[config.mk]
export PLATFORM = sky130hd
export DESIGN_NAME = rotation_controlled_sine_voice
export DESIGN_NICKNAME = d
export VERILOG_FILES = /design/src/rcsv_pkg.sv /design/src/rotation_controlled_sine_voice.sv
export VERILOG_INCLUDE_DIRS = /design/src /design/src/src
export SDC_FILE = /design/constraint.sdc
export NUM_CORES = 2
export LEC_CHECK = 0
export BUFFER_PORTS_ARGS = -buffer_cell sky130_fd_sc_hd__buf_4
export CORE_AREA = 2 2 364 366
export DETAILED_ROUTE_END_ITERATION = 10
export DIE_AREA = 0 0 366 368
export PLACE_DENSITY = 0.66
export SYNTH_ARGS = -nofsm -noshare
export SYNTH_HDL_FRONTEND = slang
export SYNTH_SLANG_ARGS = --single-unit
[constraint.sdc]
create_clock -name i_clk -period 17.6 [get_ports i_clk]
set_input_delay 3.52 -clock i_clk [delete_from_list [all_inputs] [get_ports i_clk]]
set_output_delay 3.52 -clock i_clk [all_outputs]
set_load 0.01 [all_outputs]
[src/assert_macros.svh]
// Assertion helpers for the RTL files.
// ASSERT_CLK checks on every clock edge outside reset.
// ASSERT_ALWAYS checks on every clock edge, reset included.
`ifndef ASSERT_MACROS_SVH
`define ASSERT_MACROS_SVH

`ifndef SYNTHESIS

`define ASSERT_CLK(label, clk, rst_n, prop) \
    label: assert property (@(posedge clk) disable iff (!rst_n) prop) \
        else $error("assertion failed");

`define ASSERT_ALWAYS(label, clk, prop) \
    label: assert property (@(posedge clk) prop) \
        else $error("assertion failed");

`else

`define ASSERT_CLK(label, clk, rst_n, prop)
`define ASSERT_ALWAYS(label, clk, prop)

`endif

`endif

[src/rcsv_pkg.sv]
package rcsv_pkg;

    localparam int SINE_TABLE_BITS = 10;
    localparam int SINE_Q_BITS     = SINE_TABLE_BITS - 2;
    localparam int SINE_Q          = 1 << SINE_Q_BITS;

    localparam logic [15:0] LEVEL_ONE = 16'd32768;
    localparam logic [23:0] COUNT_MAX = 24'hFFFFFF;

    // Configuration register indexes.
    localparam logic [2:0] CFG_TIMEOUT   = 3'd0;
    localparam logic [2:0] CFG_ATTACK    = 3'd1;
    localparam logic [2:0] CFG_DECAY     = 3'd2;
    localparam logic [2:0] CFG_ACTIVE    = 3'd3;
    localparam logic [2:0] CFG_THRESHOLD = 3'd4;
    localparam logic [2:0] CFG_BASE_INC  = 3'd5;
    localparam logic [2:0] CFG_INC_ROT   = 3'd6;

    localparam logic [23:0] RST_TIMEOUT   = 24'd4800;
    localparam logic [15:0] RST_ATTACK    = 16'd33;
    localparam logic [15:0] RST_DECAY     = 16'd2;
    localparam logic [15:0] RST_ACTIVE    = 16'd16384;
    localparam logic [22:0] RST_THRESHOLD = 23'd66;
    localparam logic [31:0] RST_BASE_INC  = 32'd17895697;
    localparam logic [31:0] RST_INC_ROT   = 32'd13421773;

    localparam longint Q30  = 64'sd1073741824;
    localparam longint SC1  = 64'sd1686629713;
    localparam longint SC3  = -64'sd693598668;
    localparam longint SC5  = 64'sd85569306;
    localparam longint SC7  = -64'sd5026995;
    localparam longint SC9  = 64'sd172272;

    // Quarter-wave magnitudes for k = 1 .. SINE_Q; k = 0 is zero and not stored.
    typedef logic [14:0] t_sine_rom [SINE_Q];

    function automatic t_sine_rom build_sine_rom();
        t_sine_rom rom;
        longint    u;
        longint    u2;
        longint    acc;
        longint    m;
        for (int k = 1; k <= SINE_Q; k++) begin
            u   = longint'(k) <<< (30 - SINE_Q_BITS);
            u2  = (u * u) >>> 30;
            acc = SC9;
            acc = SC7 + (acc * u2) / Q30;
            acc = SC5 + (acc * u2) / Q30;
            acc = SC3 + (acc * u2) / Q30;
            acc = SC1 + (acc * u2) / Q30;
            acc = (acc * u) / Q30;
            if (acc < 0) begin
                acc = 0;
            end
            if (acc > Q30) begin
                acc = Q30;
            end
            m = (acc * 32767 + (Q30 >>> 1)) >>> 30;
            rom[k - 1] = m[14:0];
        end
        return rom;
    endfunction

    localparam t_sine_rom SINE_ROM = build_sine_rom();

endpackage

[src/rotation_controlled_sine_voice.sv]
// Sine voice with a linear envelope, steered by rotation messages. Each
// transaction on the input stream is a sample tick or a rotation message
// (tuser). A message whose rotation moved by more than the threshold
// retunes the oscillator and sets the target level to the active level;
// any other message sets the target to zero. Each tick ramps the level,
// emits one sample with the new level and advances the phase. The block
// takes one transaction per clock: the whole state update of an item
// closes between the input register and the state and result registers,
// and a tick waits only while the result register is full and not taken.
// A tick goes from the input register to the result register. The sine
// magnitude for the next phase is looked up when the phase advances, so
// the sample path holds only the level ramp and one multiplier.
`include "assert_macros.svh"

module rotation_controlled_sine_voice
    import rcsv_pkg::*;
(
    input  logic        i_clk,
    input  logic        i_rst_n,

    input  logic        i_cfg_valid,
    output logic        o_cfg_ready,
    input  logic [2:0]  i_cfg_index,
    input  logic [31:0] i_cfg_data,

    input  logic        s_axis_tvalid,
    output logic        s_axis_tready,
    input  logic [23:0] s_axis_tdata,   // [23:0] rotation
    input  logic        s_axis_tuser,   // [0] req_type

    output logic        m_axis_tvalid,
    input  logic        m_axis_tready,
    output logic [31:0] m_axis_tdata    // [15:0] audio_sample, [31:16] envelope_level
);

    logic [23:0] r_timeout;
    logic [15:0] r_attack;
    logic [15:0] r_decay;
    logic [15:0] r_active;
    logic [22:0] r_threshold;
    logic [31:0] r_base_inc;
    logic [31:0] r_inc_rot;

    logic               r_in_valid;
    logic               r_in_req;
    logic signed [23:0] r_in_rot;

    logic [31:0]        r_phase;
    logic [31:0]        r_phase_inc;
    logic [15:0]        r_level;
    logic [15:0]        r_target;
    logic signed [23:0] r_last_rot;
    logic [23:0]        r_silence;
    logic [14:0]        r_sine_mag;
    logic               r_sine_neg;

    logic        r_out_valid;
    logic [15:0] r_out_sample;
    logic [15:0] r_out_level;

    logic w_out_free;
    logic w_adv;
    logic w_tick;
    logic w_msg;

    assign o_cfg_ready = 1'b1;

    always_ff @(posedge i_clk) begin
        if (!i_rst_n) begin
            r_timeout   <= RST_TIMEOUT;
            r_attack    <= RST_ATTACK;
            r_decay     <= RST_DECAY;
            r_active    <= RST_ACTIVE;
            r_threshold <= RST_THRESHOLD;
            r_base_inc  <= RST_BASE_INC;
            r_inc_rot   <= RST_INC_ROT;
        end else if (i_cfg_valid && o_cfg_ready) begin
            unique case (i_cfg_index)
                CFG_TIMEOUT:   r_timeout   <= i_cfg_data[23:0];
                CFG_ATTACK:    r_attack    <= i_cfg_data[15:0];
                CFG_DECAY:     r_decay     <= i_cfg_data[15:0];
                CFG_ACTIVE:    r_active    <= i_cfg_data[15:0];
                CFG_THRESHOLD: r_threshold <= i_cfg_data[22:0];
                CFG_BASE_INC:  r_base_inc  <= i_cfg_data;
                CFG_INC_ROT:   r_inc_rot   <= i_cfg_data;
                default: ;
            endcase
        end
    end

    // A message never needs the result register, so it always moves on.
    assign w_out_free    = !r_out_valid || m_axis_tready;
    assign w_adv         = r_in_valid && (r_in_req || w_out_free);
    assign w_tick        = w_adv && !r_in_req;
    assign w_msg         = w_adv && r_in_req;
    assign s_axis_tready = !r_in_valid || w_adv;

    always_ff @(posedge i_clk) begin
        if (!i_rst_n) begin
            r_in_valid <= 1'b0;
        end else if (s_axis_tready) begin
            r_in_valid <= s_axis_tvalid;
        end
    end

    always_ff @(posedge i_clk) begin
        if (s_axis_tvalid && s_axis_tready) begin
            r_in_req <= s_axis_tuser;
            r_in_rot <= s_axis_tdata;
        end
    end

    // Message path: movement test and retuning.
    logic signed [24:0] w_diff;
    logic        [24:0] w_abs_diff;
    logic               w_moved;
    logic signed [56:0] w_rot_prod;
    logic signed [57:0] w_inc_sum;
    logic        [41:0] w_inc_shift;
    logic        [31:0] w_new_inc;

    assign w_diff     = {r_in_rot[23], r_in_rot} - {r_last_rot[23], r_last_rot};
    assign w_abs_diff = w_diff[24] ? 25'(-w_diff) : 25'(w_diff);
    assign w_moved    = w_abs_diff > {2'b00, r_threshold};

    assign w_rot_prod  = $signed({{33{r_in_rot[23]}}, r_in_rot})
                       * $signed({25'd0, r_inc_rot});
    assign w_inc_sum   = $signed({10'd0, r_base_inc, 16'd0})
                       + $signed({w_rot_prod[56], w_rot_prod});
    assign w_inc_shift = w_inc_sum[57:16];

    always_comb begin
        if (w_inc_sum[57]) begin
            w_new_inc = 32'd0;
        end else if (|w_inc_shift[41:32]) begin
            w_new_inc = 32'hFFFFFFFF;
        end else begin
            w_new_inc = w_inc_shift[31:0];
        end
    end

    // Tick path: silence count, envelope ramp, sample.
    logic [23:0] n_silence;
    logic [15:0] w_target_eff;
    logic [16:0] w_level_up;
    logic [15:0] n_level;

    assign n_silence    = (r_silence == COUNT_MAX) ? r_silence : r_silence + 24'd1;
    assign w_target_eff = (n_silence > r_timeout) ? 16'd0 : r_target;
    assign w_level_up   = {1'b0, r_level} + {1'b0, r_attack};

    always_comb begin
        if (r_level < w_target_eff) begin
            n_level = (w_level_up > {1'b0, LEVEL_ONE}) ? LEVEL_ONE : w_level_up[15:0];
        end else if (r_level > w_target_eff) begin
            n_level = (r_level > r_decay) ? r_level - r_decay : 16'd0;
        end else begin
            n_level = r_level;
        end
    end

    logic [31:0] w_mix;
    logic [15:0] w_mag;
    logic [15:0] w_sample;

    assign w_mix    = {17'd0, r_sine_mag} * {16'd0, n_level} + 32'd16384;
    assign w_mag    = w_mix[30:15];
    assign w_sample = r_sine_neg ? 16'(16'd0 - w_mag) : w_mag;

    // Quarter-wave lookup for the phase that the next tick will use.
    logic [31:0]                n_phase;
    logic [SINE_TABLE_BITS-1:0] w_idx;
    logic [SINE_Q_BITS-1:0]     w_rem;
    logic [SINE_Q_BITS:0]       w_k;
    logic [SINE_Q_BITS:0]       w_k_m1;
    logic [14:0]                n_sine_mag;

    localparam logic [SINE_Q_BITS:0] SINE_Q_K = (SINE_Q_BITS + 1)'(SINE_Q);

    assign n_phase = r_phase + r_phase_inc;
    assign w_idx   = n_phase[31 -: SINE_TABLE_BITS];
    assign w_rem   = w_idx[SINE_Q_BITS-1:0];
    assign w_k     = w_idx[SINE_Q_BITS] ? SINE_Q_K - {1'b0, w_rem} : {1'b0, w_rem};
    assign w_k_m1  = w_k - 1'b1;

    always_comb begin
        if (w_k == '0) begin
            n_sine_mag = 15'd0;
        end else begin
            n_sine_mag = SINE_ROM[w_k_m1[SINE_Q_BITS-1:0]];
        end
    end

    always_ff @(posedge i_clk) begin
        if (!i_rst_n) begin
            r_phase     <= 32'd0;
            r_phase_inc <= RST_BASE_INC;
            r_level     <= 16'd0;
            r_target    <= 16'd0;
            r_last_rot  <= 24'sd0;
            r_silence   <= 24'd0;
            r_sine_mag  <= 15'd0;
            r_sine_neg  <= 1'b0;
        end else if (w_msg) begin
            if (w_moved) begin
                r_phase_inc <= w_new_inc;
                r_target    <= r_active;
            end else begin
                r_target    <= 16'd0;
            end
            r_last_rot <= r_in_rot;
            r_silence  <= 24'd0;
        end else if (w_tick) begin
            r_silence  <= n_silence;
            r_target   <= w_target_eff;
            r_level    <= n_level;
            r_phase    <= n_phase;
            r_sine_mag <= n_sine_mag;
            r_sine_neg <= n_phase[31];
        end
    end

    always_ff @(posedge i_clk) begin
        if (!i_rst_n) begin
            r_out_valid <= 1'b0;
        end else if (w_tick) begin
            r_out_valid <= 1'b1;
        end else if (m_axis_tready) begin
            r_out_valid <= 1'b0;
        end
    end

    always_ff @(posedge i_clk) begin
        if (w_tick) begin
            r_out_sample <= w_sample;
            r_out_level  <= n_level;
        end
    end

    assign m_axis_tvalid = r_out_valid;
    assign m_axis_tdata  = {r_out_level, r_out_sample};

    `ASSERT_CLK(a_level_bounded, i_clk, i_rst_n, r_level <= LEVEL_ONE)
    `ASSERT_CLK(a_tick_gives_result, i_clk, i_rst_n, w_tick |=> r_out_valid)
    `ASSERT_CLK(a_stall_cause, i_clk, i_rst_n,
        !s_axis_tready |-> (r_in_valid && !r_in_req && r_out_valid && !m_axis_tready))
    `ASSERT_ALWAYS(a_reset_clears, i_clk, !i_rst_n |=> (!r_out_valid && !r_in_valid))

endmodule

### Yosys cells after proc, flatten, opt, wreduce, memory -nomap -nowiden

Memories as Yosys holds them, arrays and structs flattened.
Cells that the tools add are included.

* multipliers: 2
* bitwise logic cells: 3
* equal/unequal tests: 7
* divide/modulo/power cells: 0
* order comparisons: 7
* reductions and logical operators: 25
* shift-type cells: 0
* add/sub/neg operators: 11
* mux-type cells: 19

Operator list (number)
* two-way mux 16 bit: 9
* two-way mux 32 bit: 2
* adder 49 x 57 -> 58 bit: 1
* multiplier 24 x 33 -> 57 bit: 1
* two-way mux 15 bit: 3
* adder 32 bit: 1
* greater-than comparator 16 bit: 2
* adder 31 x 15 -> 31 bit (second input constant): 1
* multiplier 15 x 16 -> 31 bit: 1
* greater-than comparator 25 x 23 -> 1 bit: 1
* two-way mux 25 bit: 1
* negator 25 bit: 1
* subtractor 24 x 24 -> 25 bit: 1
* adder 24 x 1 -> 24 bit (second input constant): 1
* == test 24 bit (second input constant): 1
* greater-than comparator 24 bit: 1
* two-way mux 24 bit: 1
* AND reduction 2 bit: 9
* adder 16 x 16 -> 17 bit: 1
* greater-than comparator 17 x 16 -> 1 bit (second input constant): 1
* less-than comparator 16 bit: 1
* subtractor 1 x 16 -> 16 bit (first input constant): 1
* subtractor 16 bit: 1
* OR reduction 10 bit: 1
* 17 further kinds: 30

* memory bits (writable): 0
* memories: 1
* memory bits (read-only): 3840
* output and inout bits: 35
* input bits: 65
* latch bits: 0
* register bits: 378

Memory list
* (no name shown): depth 256, width 15, rd ports 1, clocked after Yosys merged registers in 0, wr ports 0, line rotation_controlled_sine_voice.sv:190 `n_sine_mag = SINE_ROM[w_k_m1[SINE_Q_BITS-1:0]];`

### Depth between registers and ports, before layout

* word-level depth: 11
* depth in mapped cells: 68
* depth with buffers taken out: 65

### Least setup slack after synthesis

No wires, ideal clock.

* path kind: flip-flop to flip-flop
* start point: register r_silence[11]
* end point: register r_out_sample[15] (data pin)
* required time: 17.340 ns
* setup time: 0.260 ns
* data arrival time: 12.875 ns
* path buffers: 4
* path slack: 4.465 ns
* clock period less this slack: 13.135 ns
* cell stages (with the launch flop): 67
* path through: dfxtp_1 clkbuf_1 nand4_1 inv_1 nand2_1 nor4_1 nand2_1 nand2_1 nor2_1 and3_1 and2_1 nand2_1 xnor2_1 ha_1 nor2b_1 o21ai_0 nand2b_1 a21oi_1 [... 31 more ...] fa_1 inv_1 ha_1 a21o_1 a21o_1 a211oi_1 o21bai_1 a221o_1 nand2b_1 nand2_1 or3_1 o21ai_0 a211oi_1 a211oi_1 o21ai_0 nor3b_1 a21oi_1 xnor2_1

* word-level cells in the longest chain between the ends: 11
* elaborated cells between the ends (all ways): 13

RTL lines
* start: declaration: line rotation_controlled_sine_voice.sv:53 `logic [23:0] r_silence;`
* start signal: assignment: line rotation_controlled_sine_voice.sv:214 `r_silence <= n_silence;`
* == test 24 bit (*): line rotation_controlled_sine_voice.sv:148 `assign n_silence = (r_silence == COUNT_MAX) ? r_silence : r_silence + 24'd1;`
* two-way mux 24 bit (*): line rotation_controlled_sine_voice.sv:148
* via n_silence[10]: line rotation_controlled_sine_voice.sv:143 `logic [23:0] n_silence;`
* greater-than comparator 24 bit (*): line rotation_controlled_sine_voice.sv:149 `assign w_target_eff = (n_silence > r_timeout) ? 16'd0 : r_target;`
* two-way mux 16 bit (*): line rotation_controlled_sine_voice.sv:149
* greater-than comparator 16 bit: line rotation_controlled_sine_voice.sv:155 `end else if (r_level > w_target_eff) begin`
* two-way mux 16 bit: line rotation_controlled_sine_voice.sv:155
* two-way mux 16 bit (*): line rotation_controlled_sine_voice.sv:153 `if (r_level < w_target_eff) begin`
* via n_level[10]: line rotation_controlled_sine_voice.sv:146 `logic [15:0] n_level;`
* multiplier 15 x 16 -> 31 bit (*): line rotation_controlled_sine_voice.sv:166 `assign w_mix = {17'd0, r_sine_mag} * {16'd0, n_level} + 32'd16384;`
* adder 31 x 15 -> 31 bit (*): line rotation_controlled_sine_voice.sv:166
* subtractor 1 x 16 -> 16 bit: line rotation_controlled_sine_voice.sv:168 `assign w_sample = r_sine_neg ? 16'(16'd0 - w_mag) : w_mag;`
* two-way mux 16 bit (*): line rotation_controlled_sine_voice.sv:168
* via w_sample[15]: line rotation_controlled_sine_voice.sv:164 `logic [15:0] w_sample;`
* end signal: assignment: line rotation_controlled_sine_voice.sv:235 `r_out_sample <= w_sample;`
* end: declaration: line rotation_controlled_sine_voice.sv:58 `logic [15:0] r_out_sample;`

Mark *: on every way through the listed nets, which the timed path passes. The rest lies on a longest branch.
A chain may end at the register's enable or synchronous reset.

### Final worst setup path

* start point: register r_silence[11]
* end point: register r_out_sample[15] (data pin)

* word-level cells in the longest chain between the ends: 11
* elaborated cells between the ends (all ways): 13

RTL lines (line)
* == test 24 bit (*): rotation_controlled_sine_voice.sv:148
* two-way mux 24 bit (*): rotation_controlled_sine_voice.sv:148
* via n_silence[10]: rotation_controlled_sine_voice.sv:143
* greater-than comparator 24 bit (*): rotation_controlled_sine_voice.sv:149
* two-way mux 16 bit (*): rotation_controlled_sine_voice.sv:149
* greater-than comparator 16 bit: rotation_controlled_sine_voice.sv:155
* two-way mux 16 bit: rotation_controlled_sine_voice.sv:155
* two-way mux 16 bit (*): rotation_controlled_sine_voice.sv:153
* multiplier 15 x 16 -> 31 bit (*): rotation_controlled_sine_voice.sv:166
* adder 31 x 15 -> 31 bit (*): rotation_controlled_sine_voice.sv:166
* subtractor 1 x 16 -> 16 bit: rotation_controlled_sine_voice.sv:168
* two-way mux 16 bit (*): rotation_controlled_sine_voice.sv:168
* via w_sample[15]: rotation_controlled_sine_voice.sv:164

Marks and branches as above.

==> summary.txt <==
STA
  – Clock Skew: 35.88 ps
  – Number of setup violations in the final report: 0
  – Maximum operating frequency: 0.06950 GHz
  – Slew @ Worst Pin: 1220 ps
  – Max-slew headroom at the worst pin: 0.1653
  – Final critical path time including I/O delays and setup: approximately 14,000 ps
  – Final Hold Viols: 0
  – Unrepaired setup endpoints after global routing: no
  – Final slew viol count: 0
  – Final worst-path cycle share: 0.8176
  – Setup tns final: 0 ps
  – Setup slack after layout: 3211 ps

Die
  – Site row count: 133
  – Starting density of the core: 0.4472
  – Width of the die: 366 um
  – Floorplan die area: 134,700 sq um
  – IO Pins: 100
  – Die outline height: 368 um
  – Core area: 130,800 sq um

Min path
  – HP Class: register to register
  – Hold depth: 2
  – Endpoint with the worst hold slack: r_inc_rot[28]$_SDFFE_PN0P_
  – Launch instance of the worst min-delay path: r_inc_rot[28]$_SDFFE_PN0P_

Logic synthesis
  – Mapped Nets: roughly 8,400
  – Register area share after synthesis: 0.1388
  – Cells taking the most area after synthesis: sky130_fd_sc_hd__fa_1 (30%), sky130_fd_sc_hd__dfxtp_1 (11%), sky130_fd_sc_hd__ha_1 (10%)
  – Combined area of all synthesized cells: 58,500 sq um
  – Portion of synthesized cell area occupied by the leading cell type: 0.2991
  – Top FF cell, synth: sky130_fd_sc_hd__dfxtp_1
  – Async set or reset register ratio after synthesis: 0
  – Count of cell types in the netlist: 104
  – Most area-hungry cell type in the Yosys netlist: sky130_fd_sc_hd__fa_1
  – Synth Area per Inst: 8.335 sq um
  – Cell with the most instances after synthesis: sky130_fd_sc_hd__nand2_1
  – Number of flip-flops and latches in the synthesized netlist: 377
  – Post-Synthesis Cells: about 7,000
  – Leading cell types by count after synthesis: sky130_fd_sc_hd__nand2_1 (1,316), sky130_fd_sc_hd__inv_1 (1,040), sky130_fd_sc_hd__fa_1 (874)
  – Number of enable flip-flop cells after synthesis: 57
  – Number of warnings issued by yosys: 0

Setup path
  – Number of cells on the worst reg-to-reg path: 63
  – Crit Reg-Reg Endpoint: r_out_sample[15]$_DFFE_PP_
  – Reg-to-reg startpoint: r_silence[11]$_SDFFE_PP0P_
  – Startpoint class of the critical path: register
  – Kind of critical path: register to register
  – Internal reg-to-reg setup slack: 3210 ps
  – Worst path buffer plus inverter count: 7
  – Critical Path Max Stage Delay: between 500 and 600 ps
  – Largest delay share family, worst path: compound AO/OA/AOI/OAI gates
  – Critical path data required time: 17,990 ps
  – Worst setup EP type: register
  – Crit path arrival time: 14,780 ps
  – Worst path depth: 63
  – Cell seen most often among critical-path stages: sky130_fd_sc_hd__nand2_1
  – Slowest cell on crit path: sky130_fd_sc_hd__nor4_1
  – Max FO, Critical Path: 17

Placed design
  – Placer's final routability congestion estimate: about 0.96
  – Worst slack after detailed placement: ~3200 ps
  – Hpwl dp: 128,100 um
  – Number of buffers added on ports: slightly below 100

Clocking
  – Insertion delay of the later-clocked pin in the worst-skew pair: 640 ps
  – TritonCTS clock tree: yes
  – Clock sink total: 377
  – Number of buffers added by the clock tree synthesis step: 48
  – Buffer levels on the longest clock path: 3
  – Hold bufs inserted after CTS: 0
  – Clk slew on worst S/H paths: roughly 60 ps
  – Count of H-tree levels built during CTS: 2
  – Cells resized by post-CTS repair: 0
  – Root Buffer: sky130_fd_sc_hd__clkbuf_16
  – Buffer count from post-CTS setup fixing: 0

Routing
  – Ratio of routed vias to standard cells: 5.681
  – DR pass1 iterations: 8
  – DR DRC count: 0
  – Routed wire length: 169,600 um
  – Via count: 49,340
  – Number of DRC markers after the initial detailed-route iteration: roughly 4,000
  – Number of nets with antenna violations after routing: 0
  – Highest layer used for signal routing: met5
  – Drt wl/cell: 19.53 um
  – Routed length on met1: 71,070 um
  – Met2 Routed Length: 79,150 um
  – DR WL met3: 13,630 um

Global routing
  – Vias in the first global route: ~50,000
  – Total overflow reported by the global router: 0
  – Number of antenna violations at the first check in global routing: 8
  – All-layer global routing usage: 0.2514
  – Wire length of the first global-routing pass: 274,100 um
  – Largest net degree at the start of global routing: around 70

Final layout
  – Proportion of layout cells with a drive suffix above 1: 0.05283
  – Number of nets at the end of the flow: 8,317
  – Fill count: 12,700
  – P&R area growth vs syn: 6.708%

Flow run
  – Max-capacitance violation count: 0

Run status
  – Outcome: finished clean
==> cell type report <==
| cell class | count | area, sq um | share of cell area |
|---|---|---|---|
| multi-input combinational | 5200 | 44930 | 0.7198 |
| clock buffer | 68 | 1378 | 0.02207 |
| tap | 1755 | 2196 | 0.03518 |
| antenna | 2 | 5.005 | 0.00008018 |
| timing repair buffer | 215 | 1614 | 0.02586 |
| sequential | 377 | 8118 | 0.1301 |
| clock inverter | 21 | 245.2 | 0.003929 |
| inverter | 1047 | 3936 | 0.06306 |
==> cell families (layout without fill, tap and decap cells) <==
| family | count (synthesis) | after routing | share of synthesized area |
|---|---|---|---|
| and+or+nand+nor | 2376 | 2376 | 0.1855 |
| buffers and inverters | 1441 | 1351 | 0.09495 |
| adders and majority gates | 1365 | 1365 | 0.4040 |
| AOI/OAI and AO/OA | 1222 | 1222 | 0.1373 |
| DFF | 377 | 377 | 0.1388 |
| xor gates and xnor gates | 196 | 196 | 0.03054 |
| muxes | 40 | 40 | 0.008876 |
| other | 1 | 3 | 0.00006411 |
==> worst max-delay path by stage <==
stage | start | end
detailed placement | r_silence[11]$_SDFFE_PP0P_ | r_out_sample[15]$_DFFE_PP_
global placement | r_silence[11]$_SDFFE_PP0P_ | r_out_sample[15]$_DFFE_PP_
floorplan | r_silence[11]$_SDFFE_PP0P_ | r_out_sample[15]$_DFFE_PP_
finish | r_silence[11]$_SDFFE_PP0P_ | r_out_sample[15]$_DFFE_PP_
global route | r_silence[11]$_SDFFE_PP0P_ | r_out_sample[15]$_DFFE_PP_
CTS | r_silence[11]$_SDFFE_PP0P_ | r_out_sample[15]$_DFFE_PP_
==> flip-flops by register name (all words and copies together) (netlist names), 23 cells and up <==
register and count:
r_in_rot 24, r_threshold 23, r_last_rot 24, r_phase 32, r_inc_rot 32, r_base_inc 32, r_silence 24, r_phase_inc 32
r_timeout 24
==> layer usage <==
layer  vias up  global-route usage
li1      22400                   -
met1     24690              0.3424
met2      1884              0.4080
met3       362             0.03922
met4         2             0.08507
met5         -                   0
==> metrics by stage <==
step                instances  hold WS (ps)    util  instance area [sq um]
global route             8684         470.8  0.4772                  62420
CTS                      8683         454.2  0.4772                  62410
finish                   8685         452.8  0.4772                  62420
detailed placement       8594         446.3  0.4648                  60790
floorplan                7018         434.2       -                  58500
global placement         8594         442.1  0.4648                  60790
==> placed cells by master, fill, tap and decap left out, drive strengths merged, types with 36 or more instances in the layout <==
cell / instances
nand2b: 58
dfxtp: 320
nand4: 50
o21ai: 197
nand3: 100
o211ai: 48
ha: 489
xnor2: 129
nor2: 257
nand2: 1317
fa: 874
inv: 1045
xor2: 66
nor3: 77
nor2b: 50
buf: 215
a21oi: 444
edfxtp: 57
a31oi: 38
a21o: 84
a211oi: 45
clkbuf: 68
and2: 334
o21a: 36
==> worst reg2reg max path: cells and delay by family (launching register included) <==
kind / cells / cell delay, ps
xor+xnor: 2 / 260
fa+ha+maj: 9 / 3890
compound gates: 22 / 4590
flops: 1 / 470
buf+inv: 7 / 740
simple gates: 23 / 4200
Power is not shown: default switching activity piles up to over one toggle a cycle in this logic, so the estimate is an artifact.
